File: src/design/fpa_pkg.sv
// Package for the Q24.8 fixed-point ALU: widths, opcodes, status codes.
// No dependencies.
`default_nettype none
package fpa_pkg;
  localparam int DataWidth = 32;
  localparam int FracBits  = 8;
  localparam int QuoWidth  = DataWidth + FracBits;
  localparam int NumCells  = QuoWidth;

  typedef logic [DataWidth-1:0] data_t;

  typedef enum logic [3:0] {
    OP_ADD = 4'd0, OP_SUB = 4'd1, OP_MUL = 4'd2, OP_DIV = 4'd3,
    OP_LT = 4'd4, OP_GT = 4'd5, OP_LE = 4'd6, OP_GE = 4'd7,
    OP_EQ = 4'd8, OP_NE = 4'd9, OP_INC = 4'd10, OP_MAX = 4'd11,
    OP_MIN = 4'd12, OP_I2F = 4'd13, OP_F2I = 4'd14, OP_NONE = 4'd15
  } op_t;

  typedef enum logic [1:0] {
    ST_OK = 2'd0, ST_OVF = 2'd1, ST_DIVZ = 2'd2, ST_RSVD = 2'd3
  } status_t;

  // Payload carried down the cell row.
  typedef struct packed {
    logic                 vld;
    logic                 divide;
    logic                 neg;
    logic                 divz;
    logic [DataWidth-1:0] rmd;
    logic [DataWidth-1:0] dvs;
    logic [QuoWidth-1:0]  num;
    logic [DataWidth-1:0] res;
    logic                 cond;
    logic [1:0]           status;
  } cell_t;

  localparam data_t WMax = {1'b0, {(DataWidth-1){1'b1}}};
  localparam data_t WMin = {1'b1, {(DataWidth-1){1'b0}}};
endpackage
`default_nettype wire

File: src/design/fpa_cell.sv
// One restoring-division cell: one quotient bit per cell, registered.
// Non-divide items pass through untouched. Depends on fpa_pkg.
`default_nettype none
module fpa_cell import fpa_pkg::*; (
  input  wire logic  clk,
  input  wire logic  rst_n,
  input  wire logic  en,
  input  wire cell_t d,
  output cell_t      q_r
);
  logic [DataWidth:0] tr;
  logic ge;
  cell_t q_nxt;

  always_comb begin
    q_nxt = d;
    tr = {d.rmd, d.num[QuoWidth-1]};
    ge = tr >= {1'b0, d.dvs};
    if (d.divide) begin
      q_nxt.rmd = ge ? DataWidth'(tr - {1'b0, d.dvs}) : tr[DataWidth-1:0];
      q_nxt.num = {d.num[QuoWidth-2:0], ge};
    end
  end

  always_ff @(posedge clk) begin
    if (!rst_n) q_r.vld <= 1'b0;
    else if (en) q_r <= q_nxt;
  end
endmodule
`default_nettype wire

File: config.mk
export PLATFORM = sky130hd
export DESIGN_NAME = fpa_cell
export DESIGN_NICKNAME = d
export VERILOG_FILES = /design/src/design/fpa_pkg.sv /design/src/design/fpa_cell.sv
export SDC_FILE = /design/constraint.sdc
export NUM_CORES = 1
export LEC_CHECK = 0
export ABC_CLOCK_PERIOD_IN_PS = 7900
export BUFFER_PORTS_ARGS = -buffer_cell sky130_fd_sc_hd__buf_2
export CAP_MARGIN = 20
export CORE_MARGIN = 5
export CORE_UTILIZATION = 30
export CTS_CLUSTER_DIAMETER = 200
export DETAILED_ROUTE_END_ITERATION = 10
export GPL_TIMING_DRIVEN = 0
export PLACE_DENSITY = 0.55
export SETUP_SLACK_MARGIN = 0.1
export SYNTH_ARGS = -nofsm -noshare
export SYNTH_HDL_FRONTEND = slang
export SYNTH_SLANG_ARGS = --single-unit
File: constraint.sdc
create_clock -name clk -period 7.9 [get_ports clk]
set_input_delay 1.58 -clock clk [delete_from_list [all_inputs] [get_ports clk]]
set_output_delay 1.58 -clock clk [all_outputs]
set_load 0.02 [all_outputs]
# [Yosys cells after proc, flatten, opt, wreduce, memory -nomap -nowiden]
# Index checks and enable logic that the tools add are counted.
[op_classes] n_lt_le_gt_ge=1 mux=3 reduce_logical=1 add_sub_neg=1
[ops] op="$mux 32" n=2
[ops] op="$mux 40" n=1
[ops] op="$ge 33x32->1" n=1
[ops] op="$sub 32x32->32" n=1
[ops] op="$reduce_and 2->1" n=1
[totals] regBits=143 input_bits=146 output_inout_bits=143 elab_cells=16

# [Depth between registers and ports, before layout]
[logic_depth] word_depth=3 depth_mapped=13 depth_no_buf=12

# [Worst setup path after synthesis]
# OpenSTA, ideal clock, no wires.
[synth_path] path_type="input to register" startpoint="input port en" endpoint="register q_r[0] in the netlist's numbering (enable)" arrival_ps=4825 required_time_ps=7382 n_path_buf=0 path_stages=1 setup_ps=518 setup_slack_ps=2557 path_cell_list="and2_1"
[synth_via] elab_chain_len=1
[synth_lines] item="from (decl)" line="fpa_cell.sv:7" text="input wire logic en,"
[synth_lines] item="$reduce_and 2->1 (no source line)"
[synth_lines] item="to (signal assigned)" line="fpa_cell.sv:27" text="else if (en) q_r <= q_nxt;"
[synth_lines] item="to (decl)" line="fpa_cell.sv:9" text="output cell_t q_r"
# Every way passes these cells.
# A chain may end at the register's enable or synchronous reset.

==> results.py <==
metrics = {
    "floorplan": {
        "die-area_sq_mm": 0.0279,
        "top_level_ports": 289,
        "floorplan.die.height_microns": 167,
        "die-width_microns": 167,
        "placeableCoreArea_sq_mm": 0.0243,
        "fp-row-count": 57,
        "start_util": 0.305,
    },
    "worst_setup_path": {
        "reg2reg_to": "q_r[142]",
        "critical_path.slowest_cell": "fa_1",
        "critical_path.n_buffers_inverters": 3,
        "r2r_cells": 2,
        "category_of_the_worst_setup_path_launch_point": "primary input",
        "worst_path_dominant_cell_family": "compound AO/OA/AOI/OAI gates",
        "reg2reg_from": "q_r[142]",
        "cpMostUsedCell": "o211ai_1",
        "critPathRequiredTime_ns": 8.06,
        "crit_arrival_ns": 4.20,
        "ff2ff_setup_slack_ns": 7.32,
        "worstSetupEndpointType": "flop",
        "worstSetupPathType": "in2reg",
        "worst_path_largest_cell_delay_ns": 0.40,
        "timing.critical_path.cells": "buf_2 > inv_1 > ha_1 > inv_1 > fa_1 > a21oi_1 > o211ai_1 > o211ai_1 > o211ai_1 > a31o_2 > a21oi_1 > nor4_1 > or3_1",
        "worst-path-max-fanout": 4,
    },
    "timing": {
        "setup_violating_endpoint_count_in_the_final_report": 0,
        "post-route-period-util": 0.512,
        "timing.final.crit_period_ns": 4.04,
        "timing.max_slew.rel_slack": 0.527,
        "max_clock_freq_mhz": 247,
        "grt_setup_unrepaired": "no",
        "report.final.slew_viol_count": 0,
        "clock-skew-final_ns": 0,
        "tns_ns": 0,
        "worst-slew-pin-transition_ns": 0.710,
        "final-hold-violation-count": 0,
    },
    "synthesis": {
        "postSynthAreaPerCell_sq_um": 11.9,
        "syn-instance-count": 623,
        "dominant_cell_type_by_area_after_synthesis": "edfxtp_1",
        "postSynthNetCount": 802,
        "yosys_register_bits": 143,
        "synth_top_area_frac": 0.576,
        "synth_area_sq_mm": 0.00741,
        "yosysWarnings": 0,
        "synth-edff-count": 142,
        "yosys_most_used_dff": "edfxtp_1",
        "ffs_w_async_s_r_synth": 0,
        "post_synth_main_area_contributors": "edfxtp_1 58%, mux2_2 5.9%, ha_1 5.4%",
        "yosysSeqAreaShare": 0.578,
        "synth.lib_cells_used.distinct": 61,
    },
    "drt": {
        "drc": 0,
        "detailroute.via_count": 6059,
        "drt_iter0_drc": 362,
        "wirelength_mm": 24.2,
        "antenna_violating_nets_post_route": 0,
        "dr.pass1.iters": 5,
        "detail_route.wl_per_cell_microns": 19.0,
        "avgViaCountPerCell": 4.77,
    },
    "clock_tree": {
        "cts_tree": "done",
        "clock-root-buffer": "clkbuf_16",
        "clkTransAtPathRegs_ns": 0.07,
        "clock_path_buffers": 2,
        "cts_max_level": 4,
        "clock-sinks": 143,
        "cts-buffers-inserted": 17,
        "insertion_delay_ns": 0.42,
        "post_cts.resized_instances": 0,
        "postCtsHoldBufs": 0,
        "post-cts-setup-buffer-count": 0,
    },
    "worst_hold_path": {
        "min-delay-start": "q_r[142]",
        "worst_hold_path_endpoint": "q_r[142]",
        "hold_depth": 2,
        "hp-class": "reg2reg",
    },
    "run": {
        "maxCapViolations": 0,
    },
    "grt": {
        "initial_antenna_violation_count": 4,
        "pin_count_of_the_biggest_net_entering_global_routing": 65,
        "wire_length_of_the_first_global_routing_pass_mm": 36.0,
        "grt_remaining_overflow": 0,
        "track_usage": 0.167,
        "grt_pass1_vias": 6088,
    },
    "cells_and_area": {
        "mostFrequentLayoutCell": "buf_2",
        "number_of_flip_flops_under_the_largest_register_name": 143,
        "filler_cell_count": 2464,
        "top_register": "q_r",
        "share_of_layout_cells_above_drive_strength_1": 0.406,
        "most-common-layout-cells": "296 x buf_2, 142 x edfxtp_1, 69 x nand2_1",
        "final-instance-count-excl-fill": 1270,
        "syn2layout_area_growth_pct": 33.5,
        "layout_top_registers": "q_r (143)",
        "number_of_nets_in_the_final_layout": 1111,
    },
    "placed_design": {
        "routabilityCongestion": 0.843,
        "number_of_port_buffers": 288,
        "place_inst": 1237,
        "dp.final_hpwl_mm": 19.1,
    },
    "outcome": {
        "run_status": "finished, final reports clean",
    },
    "pwr": {
        "ir_worst_vdd_mv": 0.120,
        "power-per-cell-area_mw_per_mm2": 220,
        "cellLeakagePower_uw": 0.00427,
    },
}
-- worst register-to-register path: cells and delay by family, from the launching register on --
family | cells | cell delay, ns
flip-flops | 1 | 0.31
multiplexers | 1 | 0.12
AND/OR/NAND/NOR | 1 | 0.06
-- area by class of cell --
cell class,instances,area (sq um),share of cell area
inverter,43,161,0.0163
antenna,1,2.50,0.000253
clock buffer,17,425,0.0430
tap,324,405,0.0410
buffer,25,123,0.0124
sequential,143,4280,0.433
multi-input combinational,412,2840,0.287
clock inverter,15,148,0.0149
timing repair buffer,290,1500,0.151
-- cell usage after synthesis, drive strengths merged, types with 6 or more instances --
master	instances
a21o	13
o21a	8
and3	8
o21ai	22
nand3	8
buf	14
edfxtp	142
clkbuf	11
xnor2	13
xor2	6
nor3	12
inv	43
a21oi	37
mux2	39
ha	32
a31oi	28
nor2	43
or3	7
nand2	69
-- metal layers --
metal  GRT usage  share of wire  wire length (microns)  vias to the layer above
li1            -              -                      -                     2943
met1       0.204           0.42                  10100                     2850
met2       0.291           0.49                  12000                      233
met3      0.0479          0.075                   1820                       27
met4      0.0427          0.013                    320                        6
met5           0         0.0017                     41                        -
-- cells by family after synthesis --
group	Yosys count	share of synthesized area
mux	44	0.0660
xor+xnor	19	0.0225
flops	143	0.578
simple gates	170	0.105
fa+ha+maj	33	0.0568
buf+inv	68	0.0383
compound gates	146	0.133
-- worst max path at each step --
stage	startpoint	end	slack, ns	cells after the start
CTS	d[74]	q_r[125]	3.87	13
floorplan	en	q_r[0]	2.56	1
global route	d[74]	q_r[125]	3.64	13
finish	d[74]	q_r[125]	3.86	13
global placement	en	q_r[92]	0.83	2
detailed placement	d[74]	q_r[125]	3.43	13
-- metrics by stage --
stage	total power [uW]	util	hold slack, ns	setup slack (ns)	area [sq um]
floorplan	1220	-	0.589	2.56	7410
global placement	1390	0.381	0.490	0.830	9250
detailed placement	1390	0.383	0.508	3.43	9310
CTS	2210	0.406	0.524	3.87	9880
global route	2280	0.407	0.556	3.64	9890
finish	2180	0.407	0.516	3.86	9890
-- power by group --
part	internal [uW]	switching, uW
Clock	444	365
Combinational	172	281
Sequential	902	12.3
Total	1520	659
Note: power is estimated with default switching activity, not from simulation.
