$ cat config.mk
export PLATFORM = sky130hd
export DESIGN_NAME = fpa_front
export DESIGN_NICKNAME = d
export VERILOG_FILES = /design/src/design/fpa_pkg.sv /design/src/design/fpa_front.sv
export SDC_FILE = /design/constraint.sdc
export NUM_CORES = 2
export LEC_CHECK = 0
export BUFFER_PORTS_ARGS = -buffer_cell sky130_fd_sc_hd__buf_2
export CAP_MARGIN = 10
export CORE_UTILIZATION = 55
export CTS_BUF_LIST = sky130_fd_sc_hd__clkbuf_8
export DETAILED_ROUTE_END_ITERATION = 10
export HOLD_SLACK_MARGIN = 0.08
export PLACE_DENSITY = 0.72
export REMOVE_ABC_BUFFERS = 1
export SETUP_SLACK_MARGIN = 0.1
export SYNTH_ARGS = -nofsm -noshare
export SYNTH_HDL_FRONTEND = slang
export SYNTH_SLANG_ARGS = --single-unit
$ cat constraint.sdc
create_clock -name clk -period 14.6 [get_ports clk]
set_clock_uncertainty 0.05 [all_clocks]
set_input_delay 0.73 -clock clk [delete_from_list [all_inputs] [get_ports clk]]
set_output_delay 0.73 -clock clk [all_outputs]
set_load 0.005 [all_outputs]
$ cat src/design/fpa_pkg.sv
// Package for the Q24.8 fixed-point ALU: widths, opcodes, status codes.
// No dependencies.
`default_nettype none
package fpa_pkg;
  localparam int DataWidth = 32;
  localparam int FracBits  = 8;
  localparam int QuoWidth  = DataWidth + FracBits;
  localparam int NumCells  = QuoWidth;

  typedef logic [DataWidth-1:0] data_t;

  typedef enum logic [3:0] {
    OP_ADD = 4'd0, OP_SUB = 4'd1, OP_MUL = 4'd2, OP_DIV = 4'd3,
    OP_LT = 4'd4, OP_GT = 4'd5, OP_LE = 4'd6, OP_GE = 4'd7,
    OP_EQ = 4'd8, OP_NE = 4'd9, OP_INC = 4'd10, OP_MAX = 4'd11,
    OP_MIN = 4'd12, OP_I2F = 4'd13, OP_F2I = 4'd14, OP_NONE = 4'd15
  } op_t;

  typedef enum logic [1:0] {
    ST_OK = 2'd0, ST_OVF = 2'd1, ST_DIVZ = 2'd2, ST_RSVD = 2'd3
  } status_t;

  // Payload carried down the cell row.
  typedef struct packed {
    logic                 vld;
    logic                 divide;
    logic                 neg;
    logic                 divz;
    logic [DataWidth-1:0] rmd;
    logic [DataWidth-1:0] dvs;
    logic [QuoWidth-1:0]  num;
    logic [DataWidth-1:0] res;
    logic                 cond;
    logic [1:0]           status;
  } cell_t;

  localparam data_t WMax = {1'b0, {(DataWidth-1){1'b1}}};
  localparam data_t WMin = {1'b1, {(DataWidth-1){1'b0}}};
endpackage
`default_nettype wire

$ cat src/design/fpa_front.sv
// Front stage: decodes op, does all non-divide ops including multiply,
// and sets up the division for the cell row. Depends on fpa_pkg.
`default_nettype none
module fpa_front import fpa_pkg::*; (
  input  wire logic        clk,
  input  wire logic        rst_n,
  input  wire logic        en,
  input  wire logic        in_vld,
  input  wire logic [3:0]  op,
  input  wire data_t       a,
  input  wire data_t       b,
  output cell_t            q_r
);
  logic sa, sb, lt_ab, lt_ba;
  data_t ma, mb, sum, dif, r;
  logic [2*DataWidth-1:0] prod_r;
  logic mul_r, mneg_r;
  logic [2*DataWidth-1:0] pr;
  logic [2*DataWidth-FracBits-1:0] sh;
  logic [DataWidth+FracBits:0] i2f;
  cell_t c, q_nxt;
  cell_t q_pre_r;

  assign sa = a[DataWidth-1];
  assign sb = b[DataWidth-1];
  assign ma = sa ? (~a + 1'b1) : a;
  assign mb = sb ? (~b + 1'b1) : b;
  assign lt_ab = $signed(a) < $signed(b);
  assign lt_ba = $signed(b) < $signed(a);
  assign sum = a + b;
  assign dif = a - b;
  assign i2f = {1'b0, ma, {FracBits{1'b0}}};

  always_comb begin
    c = '0;
    c.vld = in_vld;
    c.dvs = mb;
    c.num = {ma, {FracBits{1'b0}}};
    c.neg = sa ^ sb;
    r = '0;
    unique case (op_t'(op))
      OP_ADD: begin
        c.res = sum;
        if (sa == sb && sum[DataWidth-1] != sa) begin
          c.status = ST_OVF; c.res = sa ? WMin : WMax;
        end
      end
      OP_SUB: begin
        c.res = dif;
        if (sa != sb && dif[DataWidth-1] != sa) begin
          c.status = ST_OVF; c.res = sa ? WMin : WMax;
        end
      end
      OP_MUL: c.res = '0;
      OP_DIV: begin
        if (b == '0) begin
          c.divz = 1'b1; c.status = ST_DIVZ;
          c.res = (a == '0) ? '0 : (sa ? WMin : WMax);
        end else begin
          c.divide = 1'b1;
        end
      end
      OP_LT: c.cond = lt_ab;
      OP_GT: c.cond = lt_ba;
      OP_LE: c.cond = !lt_ba;
      OP_GE: c.cond = !lt_ab;
      OP_EQ: c.cond = (a == b);
      OP_NE: c.cond = (a != b);
      OP_INC: begin
        if (a == WMax) begin c.status = ST_OVF; c.res = WMax; end
        else c.res = a + 1'b1;
      end
      OP_MAX: c.res = lt_ba ? a : b;
      OP_MIN: c.res = lt_ab ? a : b;
      OP_I2F: begin
        if (!sa && i2f > {1'b0, {FracBits{1'b0}}, WMax}) begin
          c.status = ST_OVF; c.res = WMax;
        end else if (sa && i2f > {1'b0, {FracBits{1'b0}}, WMin}) begin
          c.status = ST_OVF; c.res = WMin;
        end else begin
          r = i2f[DataWidth-1:0];
          c.res = sa ? (~r + 1'b1) : r;
        end
      end
      OP_F2I: begin
        r = ma >> FracBits;
        c.res = sa ? (~r + 1'b1) : r;
      end
      default: c = c;
    endcase
    // Finish the registered multiply.
    pr = prod_r + (2*DataWidth)'(1 << (FracBits-1));
    sh = pr[2*DataWidth-1:FracBits];
    q_nxt = q_pre_r;
    if (mul_r) begin
      if (!mneg_r && sh > (2*DataWidth-FracBits)'(WMax)) begin
        q_nxt.status = ST_OVF; q_nxt.res = WMax;
      end else if (mneg_r && sh > (2*DataWidth-FracBits)'(WMin)) begin
        q_nxt.status = ST_OVF; q_nxt.res = WMin;
      end else begin
        q_nxt.res = mneg_r ? (~sh[DataWidth-1:0] + 1'b1) : sh[DataWidth-1:0];
      end
    end
  end

  // Two-stage front: stage one multiplies, stage two rounds and saturates.
  always_ff @(posedge clk) begin
    if (!rst_n) begin
      q_pre_r.vld <= 1'b0;
      q_r.vld <= 1'b0;
    end else if (en) begin
      q_pre_r <= c;
      prod_r <= ma * mb;
      mul_r <= in_vld && (op_t'(op) == OP_MUL);
      mneg_r <= sa ^ sb;
      q_r <= q_nxt;
    end
  end
endmodule
`default_nettype wire

== Word-level counts from Yosys, hierarchy flattened ==
Index checks and enable logic that the tools add are counted.

* Bits in writable memories: 0
* Register bits after elaboration: 271
* Word-level logic and storage cells: 110
* Memory bits (read-only): 0
* Memories kept: 0
* Bits in latches: 0
* Output and inout bits: 143

* Bitwise operators: 6
* $add $sub $neg: 9
* Multiplexer cells: 32
* Magnitude comparators: 6
* Eq/ne operators: 21
* Multipliers: 1
* Shifts and indexed selects: 0
* Div/mod/pow operators: 0
* Reduce and logical (&&, ||, !) cells: 15

{| class="wikitable"
|+ Operator list
! cell !! number
|-
| $mux W32 || 18
|-
| $pmux W32 S8 || 1
|-
| $add A32 B1 Y32 const B || 6
|-
| $not A32 Y32 || 4
|-
| $add A64 B8 Y64 const B || 1
|-
| $logic_not A32 Y1 || 2
|-
| $lt A32 B32 Y1 || 2
|-
| $mul A32 B32 Y64 || 1
|-
| $gt A56 B31 Y1 const B || 1
|-
| $gt A56 B32 Y1 const B || 1
|-
| $gt A40 B31 Y1 const B || 1
|-
| $gt A40 B32 Y1 const B || 1
|-
| $add A32 B32 Y32 || 1
|-
| $eq A32 B31 Y1 const B || 1
|-
| $eq A32 B32 Y1 || 1
|-
| $ne A32 B32 Y1 || 1
|-
| $not A24 Y32 || 1
|-
| $sub A32 B32 Y32 || 1
|-
| $eq A4 B4 Y1 const B || 7
|-
| $eq A4 B3 Y1 const B || 4
|-
| $pmux W2 S5 || 1
|-
| $eq A4 B2 Y1 const B || 2
|-
| $mux W2 || 4
|-
| $logic_and A1 B1 Y1 || 7
|-
| 9 further kinds || 20
|}

== Longest topological paths before layout ==
* Word-level depth: 9
* Depth in mapped cells: 38

== Least setup slack after synthesis ==
Ideal clock, no wire load.

* Path type: input to register
* Start: input a[0]
* End: register prod_r[63], data pin
* Path slack: 4.075 ns
* Data required time: 14.276 ns
* Arrival time: 10.202 ns
* Cell stages on the path: 34
* Setup time: 0.273 ns
* Cell sequence: clkbuf_1 > inv_1 > clkbuf_1 > ha_1 > or4b_1 > buf_2 > o41ai_1 > xnor2_1 > clkbuf_1 > buf_1 > nor2_1 > fa_1 > fa_1 > inv_1 > fa_1 > fa_1 > inv_1 > fa_1 > fa_1 > fa_1 > inv_1 > fa_1 > inv_1 > ha_1 > clkbuf_1 > a21o_1 > a221o_1 > a221o_1 > o21ai_0 > o41ai_2 > a31oi_1 > o31ai_1 > a2111oi_0 > a211oi_1

* Word-level cells in the longest chain between the ends: 4

{| class="wikitable"
|+ RTL lines
! what !! RTL line !! text
|-
| start, declared || fpa_front.sv:10 || <nowiki>input wire data_t a,</nowiki>
|-
| $not A32 Y32 || fpa_front.sv:26 || <nowiki>assign ma = sa ? (~a + 1'b1) : a;</nowiki>
|-
| $add A32 B1 Y32 || fpa_front.sv:26 ||
|-
| $mux W32 * || fpa_front.sv:26 ||
|-
| $mul A32 B32 Y64 * || fpa_front.sv:113 || <nowiki>prod_r <= ma * mb;</nowiki>
|-
| end signal, assigned || fpa_front.sv:113 ||
|-
| end, declared || fpa_front.sv:16 || <nowiki>logic [2*DataWidth-1:0] prod_r;</nowiki>
|}

Mark *: on every way between the ends. The rest lies on a longest branch, timed or not.
A chain may end at the register's enable or synchronous reset.

== Final worst setup path ==
* Start: input b[0]
* End: register prod_r[62], data pin

* Word-level cells in the longest chain between the ends: 4

{| class="wikitable"
|+ RTL lines
! what !! RTL line !! text
|-
| start, declared || fpa_front.sv:11 || <nowiki>input wire data_t b,</nowiki>
|-
| $not A32 Y32 || fpa_front.sv:27 || <nowiki>assign mb = sb ? (~b + 1'b1) : b;</nowiki>
|-
| $add A32 B1 Y32 || fpa_front.sv:27 ||
|-
| $mux W32 * || fpa_front.sv:27 ||
|-
| $mul A32 B32 Y64 * || fpa_front.sv:113 ||
|}

Marked as above.

==> flow_metrics.env <==
export IMPL_status="finished, final reports clean"
export IMPL_cts_tree="done"
export IMPL_layout_commonest_cell="inv_1"
export IMPL_wl_per_cell_um=26.5
export IMPL_critPathKind="input pin to flop"
export IMPL_finalSetupViolations=0
export IMPL_totalWireLength_mm=195
export IMPL_hpwl_mm=150
export IMPL_vias=45800
export IMPL_clk_pin_slew_ns=0.06
export IMPL_seq_area_frac_synth_pct=14.9
export IMPL_gp_congestion=1.05
export IMPL_cts_resized_gates=0
export IMPL_crit_top_cell="fa_1"
export IMPL_ys_flop_type="edfxtp_1"
export IMPL_syn_area_per_cell_um2=8.81
export IMPL_end_kind="flop"
export IMPL_h_tree_depth=2
export IMPL_final_cell_mix="inv_1 (1067), fa_1 (898), nor2_1 (708), nand2_1 (670), ha_1 (362)"
export IMPL_ios=215
export IMPL_maxSlewViolCount=0
export IMPL_clkLatencyLatePin_ns=0.74
export IMPL_synth_cell_types=96
export IMPL_hold_buffers=0
export IMPL_fin_util_pct=59.2
export IMPL_antenna_left=0
export IMPL_hold_viol_final=0
export IMPL_grt_overflow_total=0
export IMPL_initial_core_util_pct=55.6
export IMPL_cts_sinks=264
export IMPL_fin_setup_tns_ns=0
export IMPL_setup_worst_path_start_class="input pin"
export IMPL_drive_above_1_share_pct=8.19
export IMPL_final_fill_count=8497
export IMPL_whs_path_depth=2
export IMPL_firstDrtPassIters=6
export IMPL_die_w_um=312
export IMPL_r2r_cells=12
export IMPL_root_buffer="clkbuf_8"
export IMPL_ys_seq_elements=264
export IMPL_min_period_over_period_pct=80.0
export IMPL_maxCapViolCount=0
export IMPL_place_inst=7250
export IMPL_grt_max_degree=168
export IMPL_timing_fmax_mhz=85.6
export IMPL_ys_warn_count=0
export IMPL_drtIter0Drc=5605
export IMPL_hold_class="input pin to flop"
export IMPL_num_rows=113
export IMPL_critPathArrivalTime_ns=12.10
export IMPL_cts_buffer_depth=3
export IMPL_grt_pass1_wl_mm=290
export IMPL_crit_fanout=27
export IMPL_io_buffers=174
export IMPL_multi_input_area_um2=40000
export IMPL_syn_inst=6017
export IMPL_antenna_found_initial=7
export IMPL_area_growth_pct=6.33
export IMPL_slowest_delay_ns=0.96
export IMPL_relSlewSlack_pct=17.1
export IMPL_required_ns=15.02
export IMPL_grt_use_total_pct=40.3
export IMPL_fin_cells=7343
export IMPL_worst_slew_pin_slew_ns=1.24
export IMPL_cts_buffers=49
export IMPL_design_core_area_um2=95300
export IMPL_post_drt_via_cell_ratio=6.23
export IMPL_slowest_stage="xnor2_2"
export IMPL_drc=0
export IMPL_pre_cts_slack_ns=2.24
export IMPL_worst_slack_ns=2.92
export IMPL_fp_dieH_um=312
export IMPL_dieArea_um2=97600
export IMPL_post_route_min_period_ns=11.68
export IMPL_seq_area_um2=7910
export IMPL_synthArstFlopShare_pct=0
export IMPL_fin_nets=7370
export IMPL_post_cts_setup_buffers=0
export IMPL_grt_pass1_vias=45700
export IMPL_synth_edff_count=262
export IMPL_rsz0062_at_grt="false"
export IMPL_syn_area_um2=53000
stage by stage:
step / cell area (um^2) / hold WS [ns]
final: 56400 / 0.184
after global routing: 56400 / 0.193
after CTS: 56400 / 0.154
after detailed placement: 55400 / 0.355
after global placement: 55400 / 0.353
after floorplan: 51600 / 0.350
metal layers:
metal | global-route usage [%] | part of all wire [%]
met1 | 51.3 | 36
met4 | 32.3 | 9.9
met5 | 0 | 0.014
met2 | 58.0 | 42
met3 | 10.8 | 13
cells in the mapped netlist, types with 9 or more instances:
master / instances / area share, %
a2111oi_0: 9 / 0.15
a211o_1: 22 / 0.36
a211oi_1: 24 / 0.34
a21o_1: 58 / 0.82
a21oi_1: 182 / 1.7
a221o_1: 12 / 0.23
a221oi_1: 11 / 0.18
a31oi_1: 28 / 0.33
and2_1: 34 / 0.40
and3_1: 41 / 0.48
and4_1: 12 / 0.20
buf_1: 25 / 0.18
buf_2: 25 / 0.24
buf_4: 42 / 0.59
clkbuf_1: 268 / 1.9
clkinv_1: 28 / 0.20
edfxtp_1: 262 / 15
fa_1: 898 / 34
ha_1: 362 / 8.5
inv_1: 1058 / 7.5
inv_2: 9 / 0.064
mux2i_1: 43 / 0.81
nand2_1: 670 / 4.7
nand2b_1: 28 / 0.33
nand3_1: 103 / 0.97
nand4_1: 62 / 0.73
nor2_1: 709 / 5.0
nor2b_1: 37 / 0.44
nor3_1: 79 / 0.75
nor4_1: 37 / 0.44
o2111ai_1: 12 / 0.20
o211ai_1: 23 / 0.33
o21a_1: 21 / 0.30
o21ai_0: 171 / 1.6
o21bai_1: 18 / 0.25
o221ai_1: 13 / 0.21
o31a_1: 10 / 0.17
o31ai_1: 41 / 0.58
o41ai_1: 16 / 0.26
or2_2: 17 / 0.20
or3_1: 30 / 0.35
or4_1: 27 / 0.38
xnor2_1: 212 / 3.5
xor2_1: 51 / 0.84
worst paths after layout:
path	from	end	slack [ns]
hold / removal	rst_n	q_nxt[142]	0.18
setup / recovery	b[0]	prod_r[62]	2.92
hold reg to reg	q_nxt[65]	q_r[65]	0.37
setup reg to reg	prod_r[7]	q_r[29]	9.62
sequential cells by signal, indices dropped and copies added (netlist names):
name,count
q_nxt,69
q_r,103
q_pre_r,34
prod_r,57
mul_r,1
worst max-delay path: cells and delay by family:
family	cells	cell delay [ns]
compound gates	7	2.09
simple gates	7	1.97
xor+xnor	2	1.12
fa+ha+maj	8	4.05
buf+inv	6	2.07
layout make-up:
type,instances,share of cell area (%)
inverter,1095,7.29
antenna,1,0.00444
tap,1265,2.81
clock buffer,49,1.20
sequential,264,14.0
clock inverter,41,0.566
timing repair buffer,294,3.16
multi-input combinational,4334,70.9
cell families (layout without fill, tap and decap cells):
kind of cell    count (synthesis)  after routing  synth area share (%)
simple gates                 1943           1943                  16.6
flops                         264            264                  14.9
xor+xnor                      267            267                  4.49
buf+inv                      1458           1479                  10.7
mux                            47             47                 0.897
other cells                     1             41               0.00707
compound gates                777            777                  9.92
fa+ha+maj                    1260           1260                  42.5
Power is not shown: default switching activity piles up to over one toggle a cycle in this logic, so the estimate is an artifact.
